$ cat config.mk
export PLATFORM = sky130hd
export DESIGN_NAME = qlta_row_max
export DESIGN_NICKNAME = d
export VERILOG_FILES = /design/src/sv/qlta_pkg.sv /design/src/sv/qlta_row_max.sv
export SDC_FILE = /design/constraint.sdc
export NUM_CORES = 1
export LEC_CHECK = 0
export BUFFER_PORTS_ARGS = -buffer_cell sky130_fd_sc_hd__buf_4
export CORE_MARGIN = 2
export CORE_UTILIZATION = 45
export DETAILED_ROUTE_END_ITERATION = 16
export GPL_TIMING_DRIVEN = 0
export PLACE_DENSITY = 0.71
export SLEW_MARGIN = 20
export SYNTH_ARGS = -nofsm -noshare
export SYNTH_HDL_FRONTEND = slang
export SYNTH_SLANG_ARGS = --single-unit
$ cat constraint.sdc
create_clock -name vclk -period 15.2
set_clock_uncertainty 0.15 [all_clocks]
set_input_delay 1.52 -clock vclk [all_inputs]
set_output_delay 1.52 -clock vclk [all_outputs]
set_load 0.02 [all_outputs]
$ cat src/sv/qlta_pkg.sv
// Shared types and constants of the Q-learning table agent.
package qlta_pkg;

  localparam int unsigned StateW    = 8;
  localparam int unsigned ActW      = 3;
  localparam int unsigned NumStates = 256;
  localparam int unsigned NumActs   = 8;
  localparam int unsigned QW        = 24;
  localparam int unsigned GainW     = 16;
  localparam int unsigned RateW     = 17;
  localparam int unsigned RewW      = 16;
  localparam int unsigned AddrW     = 5;
  localparam int unsigned DataW     = 32;

  localparam logic [GainW-1:0] LearnReset = 16'd6554;
  localparam logic [GainW-1:0] DiscReset  = 16'd58982;
  localparam logic [RateW-1:0] StartReset = 17'd65536;
  localparam logic [GainW-1:0] DecayReset = 16'd64880;
  localparam logic [RateW-1:0] FloorReset = 17'd655;
  localparam logic [RateW-1:0] RateOne    = 17'd65536;

  typedef logic signed [QW-1:0] qval_t;
  typedef qval_t [NumActs-1:0] row_t;

  typedef enum logic {
    OP_CHOOSE = 1'b0,
    OP_UPDATE = 1'b1
  } opcode_e;

  typedef enum logic [2:0] {
    REG_LEARN = 3'd0,
    REG_DISC  = 3'd1,
    REG_START = 3'd2,
    REG_DECAY = 3'd3,
    REG_FLOOR = 3'd4
  } reg_idx_e;

  typedef enum logic [2:0] {
    S_IDLE,
    S_MAX,
    S_CUR,
    S_TD,
    S_WB
  } state_e;

endpackage

$ cat src/sv/qlta_row_max.sv
// Row maximum with first-index tie break, three-level compare tree.
module qlta_row_max (
  input  qlta_pkg::row_t                row_i,
  output qlta_pkg::qval_t               max_o,
  output logic [qlta_pkg::ActW-1:0]     idx_o
);
  import qlta_pkg::*;

  qval_t           l1_val [4];
  logic [ActW-1:0] l1_idx [4];
  qval_t           l2_val [2];
  logic [ActW-1:0] l2_idx [2];

  always_comb begin
    for (int i = 0; i < 4; i++) begin
      if (row_i[2*i+1] > row_i[2*i]) begin
        l1_val[i] = row_i[2*i+1];
        l1_idx[i] = ActW'(2*i+1);
      end else begin
        l1_val[i] = row_i[2*i];
        l1_idx[i] = ActW'(2*i);
      end
    end
    for (int j = 0; j < 2; j++) begin
      if (l1_val[2*j+1] > l1_val[2*j]) begin
        l2_val[j] = l1_val[2*j+1];
        l2_idx[j] = l1_idx[2*j+1];
      end else begin
        l2_val[j] = l1_val[2*j];
        l2_idx[j] = l1_idx[2*j];
      end
    end
    if (l2_val[1] > l2_val[0]) begin
      max_o = l2_val[1];
      idx_o = l2_idx[1];
    end else begin
      max_o = l2_val[0];
      idx_o = l2_idx[0];
    end
  end

endmodule
-- After elaboration in Yosys (flattened, before gate mapping)
Cells that the tools add are included.
- multiplexer cells: 14
- $lt $le $gt $ge: 7
- operator list (kind ; number):
    $gt A24 B24 Y1 ; 7
    $mux W24 ; 7
    $mux W3 ; 3
    $mux W1 ; 4
- register bits: 0
- input bits: 192
- word-level logic and storage cells: 21

-- Longest topological paths before layout
Gate-level depths: netlist of the first run.
- word-level depth: 6
- depth in mapped cells: 43

-- Worst setup path after synthesis of the first run
OpenSTA, ideal clock, no wires.
- path kind: input -> output
- start point: input row_i[119] (netlist name)
- end point: output idx_o[0] (netlist name)
- stages: 40
- data required time: 13.530 ns
- arrival time: 9.104 ns
- path buffers: 5
- path slack: 4.426 ns
- cell sequence: inv_1 ha_1 nand4_1 nor4_1 o21a_1 nor2_1 xnor2_1 nand2_1 clkbuf_1 mux2i_1 ha_1 nor2b_1 o21a_1 o21a_1 o21ai_0 nand2b_1 a21oi_1 o21ai_0 [4 not listed] buf_2 buf_2 a21oi_1 ha_1 nor2b_1 o21a_1 o21a_1 o21a_1 o21a_1 o21a_1 o21a_1 o21ai_0 a21oi_1 or3_1 clkbuf_1 inv_1 a211oi_1 a311oi_1
- longest elaborated chain between the ends: 6
- elaborated cells between the ends (all ways): 8
- classes of those cells: order compare: 3; mux: 5
- ends and longest elaborated chain (what ; RTL line ; RTL):
    from (decl) ; qlta_row_max.sv:3 ; input qlta_pkg::row_t row_i,
    $gt A24 B24 Y1 ; qlta_row_max.sv:16 ; if (row_i[2*i+1] > row_i[2*i]) begin
    $mux W24 ; qlta_row_max.sv:16 ;
    $gt A24 B24 Y1 ; qlta_row_max.sv:25 ; if (l1_val[2*j+1] > l1_val[2*j]) begin
    $mux W24 ; qlta_row_max.sv:25 ;
    $gt A24 B24 Y1 ; qlta_row_max.sv:33 ; if (l2_val[1] > l2_val[0]) begin
    $mux W3 * ; qlta_row_max.sv:33 ;
    to (decl) ; qlta_row_max.sv:5 ; output logic [qlta_pkg::ActW-1:0] idx_o
Every way passes the cells marked *; elsewhere a longest branch is shown, timed or not.

-- Worst setup path in the final report of the first run
Ends and elaborated chain as after synthesis.

==> flow_summary.ini, run 1 <==
[synth]
synth_fp_nets = 1304
seq_area_frac_synth = 0
synth.avg_cell_area_um2 = 7.08
syn-instance-count = 948
synth.top_cell.area_share = 0.306
synth_cell_types = 59
netlist_area_um2 = 6720
synth_area_leaders = ha_1 (31%), mux2i_1 (14%), inv_1 (9.7%), a21oi_1 (8.2%), a221o_1 (3.7%)
yosys_warnings = 0
yosysTopAreaCell = ha_1

[power_and_ir_drop]
combinationalPowerShare = 1.000
netSwitchingPower_mw = 0.661
power.density_nw_per_um2 = 130
power_frac_seq = 0
power_frac_clock = 0
ir_worst_vdd_mv = 0.194
power.leakage_nw = 4.83
p_sw_frac = 0.592
power.internal_mw = 0.455

[global_route]
antenna_found_initial = 0
grt-ovfl-total = 0
grt_pass1_vias = 7414
grt_pass1_wl_um = 36400
grt_max_degree = 11
grt_usage = 0.276

[critical_path]
slowest_delay_ps = 630
end_kind = output pin
crit_end = idx_o[0]
cp-start-kind = input port
path_class = input port to output pin
worstPathMaxFanout = 10
cp.required_ps = 13530
cpMaxStageDelayCell = clkbuf_1
crit_arrival_ps = 11020
crit_path_start = row_i[119]
cp_common_cell = a21o_1

[timing]
setup_tns_ps = 0
fin_crit_sh = 0.835
tightest_slew_ps = 928
maxSlewViolCount = 0
holdWs_ps = 3480
slew_headroom = 0.375
rsz0062_at_grt = false
fin_crit_ps = 12690
fmax_mhz = 78.8
setup_viol = 0
final_hold_viol_count = 0
layout_setup_ws_ps = 2510

[final_layout]
final.clkbuf_count = 0
post_route_cells_drive_above_1_share = 0.204
final_cells = 1351
layout.nets = 1525
multi_input_area_um2 = 5870
n_fill_cell = 1472
seqCellArea_um2 = 0
antenna_cells = 0
syn_to_final_growth_pct = 27.9
seq_cell_count = 0

[status]
status = finished clean

[die]
die_area_um2 = 15900
chipHeight_um = 126
core_area_um2 = 14500
pin_count = 219
row_count = 44
die_w_um = 126
start_util = 0.462

[placement]
post-place-ws_ps = 2780
gp_congestion = 1.00
place_hpwl_um = 20500
dp.cells = 1351
io_buffers = 219

[detailed_routing]
final_antenna_net_count = 0
vias_per_cell = 5.76
drt-initial-drc-count = 533
wl_per_cell_um = 17.1
drc = 0
vias = 7779
finalWirelength_um = 23100
drtPass1Iterations = 5

[clock_tree]
postCtsSetupRepairBufs = 0
cts_resized = 0
cts_hold_buf = 0

[min_path]
hold_path.class = input port to output pin

[job]
drv_cap = 0
==> worst min-delay path by stage <==
stage	start	to	slack (ps)	cells past startpoint
after floorplan	row_i[96]	max_o[0]	3290	3
after global placement	row_i[137]	max_o[17]	3480	5
after detailed placement	row_i[137]	max_o[17]	3490	5
after CTS	row_i[137]	max_o[17]	3490	5
after global routing	row_i[96]	max_o[0]	3540	5
final	row_i[137]	max_o[17]	3480	5
==> cell type report <==
| type | instances | area share |
|---|---|---|
| Inverter | 173 | 0.0756 |
| Tap cell | 184 | 0.0268 |
| Buffer | 39 | 0.0232 |
| Multi-Input combinational cell | 736 | 0.683 |
| Timing Repair Buffer | 219 | 0.191 |
==> synthesized netlist by cell type (3+ instances only) <==
cell,instances
a221o_1,25
o21a_1,12
a21oi_1,110
o211a_1,3
nor4_1,29
clkbuf_1,23
a21o_1,18
nand2b_1,6
a21boi_0,4
mux2i_1,92
buf_2,4
o21ai_0,28
nor2b_1,11
nand2_1,23
mux2_2,7
nand4_1,36
a211oi_1,5
o211ai_1,7
xnor2_1,4
and2_1,3
and3_1,4
nor2_1,59
inv_1,173
ha_1,164
nand3_1,11
buf_1,8
nor3_1,35
==> cell usage in the layout (no fill, tap or decap), types with 8 or more instances in the layout <==
cell type  synthesis  routed
nor4_1            29      29
a21oi_1          110     110
ha_1             164     164
clkbuf_1          23      23
nand4_1           36      36
a21o_1            18      18
inv_1            173     173
nand2_1           23      23
o21ai_0           28      28
nor2b_1           11      11
o21a_1            12      12
buf_4              0     219
a221o_1           25      25
nor2_1            59      59
nor3_1            35      35
nand3_1           11      11
buf_1              8       8
mux2i_1           92      92
==> power groups by stage <==
stage | sequential [mW] | clock (mW) | combinational, mW
final | 0 | 0 | 1.12
after global routing | 0 | 0 | 1.21
after CTS | 0 | 0 | 1.09
after detailed placement | 0 | 0 | 1.09
after global placement | 0 | 0 | 1.08
after floorplan | 0 | 0 | 0.718
==> cells by family (layout without fill, tap and decap cells) <==
logic type / after synthesis / count (layout) / share of synthesized area
adders and majority gates: 166 / 166 / 0.309
muxes: 100 / 100 / 0.152
and+or+nand+nor: 233 / 233 / 0.184
buffers and inverters: 212 / 431 / 0.126
AOI/OAI and AO/OA: 233 / 233 / 0.223
xor gates and xnor gates: 4 / 4 / 0.00522
==> metrics by stage <==
stage	utilization	instance area [µm²]	total power [mW]
5_1_grt	0.591	8590	1.21
3_5_place_dp	0.591	8590	1.09
4_1_cts	0.591	8590	1.09
3_3_place_gp	0.591	8590	1.08
6_report	0.591	8590	1.12
2_1_floorplan	-	6720	0.718
==> routing by layer <==
layer	global-route usage	up-vias	share of wire
li1	-	3914	-
met1	0.392	3487	0.45
met2	0.454	329	0.44
met3	0.0297	49	0.087
met4	0.0485	0	0.022
met5	0	-	0
==> worst max-delay path, delay by kind of cell <==
kind,cells,cell delay (ps)
compound gates,17,3270
xor+xnor,1,150
fa+ha+maj,3,960
buf+inv,8,2490
mux,2,800
simple gates,10,1830
(Power assumes the default switching activity.)
==> inputs of run 2 (changes only) <==
- clock period: 15.2 -> 12.4 ns (I/O delays scaled with it)
==> run 2 against run 1 <==
  * Critical path depth rose by 1
  * Core utilization grew 0.060 points
  * Setup slack lost 1900 ps
  * Power increased by 23%
  * Final cell count unchanged
  * Critical endpoint unchanged
  * Highest routed layer unchanged
==> flow_summary.ini, run 2 (synthesis results as in run 1) <==
[critical_path]
cpMaxStageDelayCell = mux2i_1
cp-start-kind = input port
crit_arrival_ps = 10390
crit_cells = 42
end_kind = output pin
cp_common_cell = o21a_1
crit_buf_inv = 9
slowest_delay_ps = 490
worstPathMaxFanout = 10
crit_path_start = row_i[119]
path_class = input port to output pin
cp.required_ps = 11010
crit_family = compound AO/OA/AOI/OAI gates

[final_layout]
syn_to_final_growth_pct = 28.0
layout_commonest_cell = buf_4
final.clkbuf_count = 0
seqCellArea_um2 = 0
antenna_cells = 0
seq_cell_count = 0
post_route_cells_drive_above_1_share = 0.207
final_cell_mix = buf_4 (219), inv_1 (173), ha_1 (164)
layout.nets = 1525
final_cells = 1351

[status]
status = finished clean

[detailed_routing]
wl_per_cell_um = 17.1
final_antenna_net_count = 0
drc = 0
finalWirelength_um = 23100
vias_per_cell = 5.78
drtPass1Iterations = 5
vias = 7804
drt-initial-drc-count = 602

[job]
drv_cap = 0

[clock_tree]
cts_resized = 0
postCtsSetupRepairBufs = 0
cts_hold_buf = 0

[global_route]
grt_pass1_wl_um = 36400
grt_usage = 0.276
grt_pass1_vias = 7414
grt_max_degree = 11
grt-ovfl-total = 0
antenna_found_initial = 0

[die]
start_util = 0.462
die_area_um2 = 15900
core_area_um2 = 14500
pin_count = 219
chipHeight_um = 126
row_count = 44
die_w_um = 126

[min_path]
holdPathStages = 5
hold_path_startpoint = row_i[137]
hold_path.class = input port to output pin

[power_and_ir_drop]
ir_worst_vdd_mv = 0.239
netSwitchingPower_mw = 0.810
p_sw_frac = 0.592
combinationalPowerShare = 1.000
power.internal_mw = 0.558
power_frac_seq = 0
power_frac_clock = 0
power.density_nw_per_um2 = 159
power.leakage_nw = 4.84

[timing]
maxSlewViolCount = 0
setup_tns_ps = 0
slew_headroom = 0.373
final_hold_viol_count = 0
fin_crit_sh = 0.950
fin_crit_ps = 11780
fmax_mhz = 84.9
rsz0062_at_grt = false
tightest_slew_ps = 931
setup_viol = 0

[placement]
dp.cells = 1351
gp_congestion = 1.00
io_buffers = 219
place_hpwl_um = 20500
## run 2: metrics by stage
stage	hold slack [ps]	setup WS, ps	utilization	power, mW	instance area, µm²
after floorplan	2730	2190	-	0.880	6720
after global placement	2920	590	0.591	1.33	8590
after detailed placement	2930	536	0.591	1.33	8590
after CTS	2930	460	0.591	1.34	8590
after global routing	2980	51.8	0.592	1.48	8600
final	2920	621	0.592	1.37	8600
## run 2: worst paths after layout
kind        end  slack, ps
max    idx_o[0]        620
min   max_o[17]       2920
## run 2: tightest hold or removal path, cell delays in order
cell     delay (ps)
buf_4            90
mux2i_1         110
nor2_1          120
a221o_1         130
buf_4           140
## run 2: power groups by stage
stage	sequential (mW)	clock, mW	combinational [mW]
after global routing	0	0	1.48
after detailed placement	0	0	1.33
after CTS	0	0	1.34
final	0	0	1.37
after floorplan	0	0	0.880
after global placement	0	0	1.33
## run 2: layer usage
metal / vias to the layer above / track usage / wire length [µm]
li1: 3910 / - / -
met1: 3511 / 0.392 / 10400
met2: 333 / 0.454 / 10300
met3: 50 / 0.0297 / 1880
met4: 0 / 0.0485 / 514
met5: - / 0 / 0
## run 2: final cells by class
cell class / instances / area [µm²]
multi-input combinational: 736 / 5870
timing repair buffer: 219 / 1640
buffer: 39 / 201
fill: 1472 / 5940
tap: 184 / 230
inverter: 173 / 649
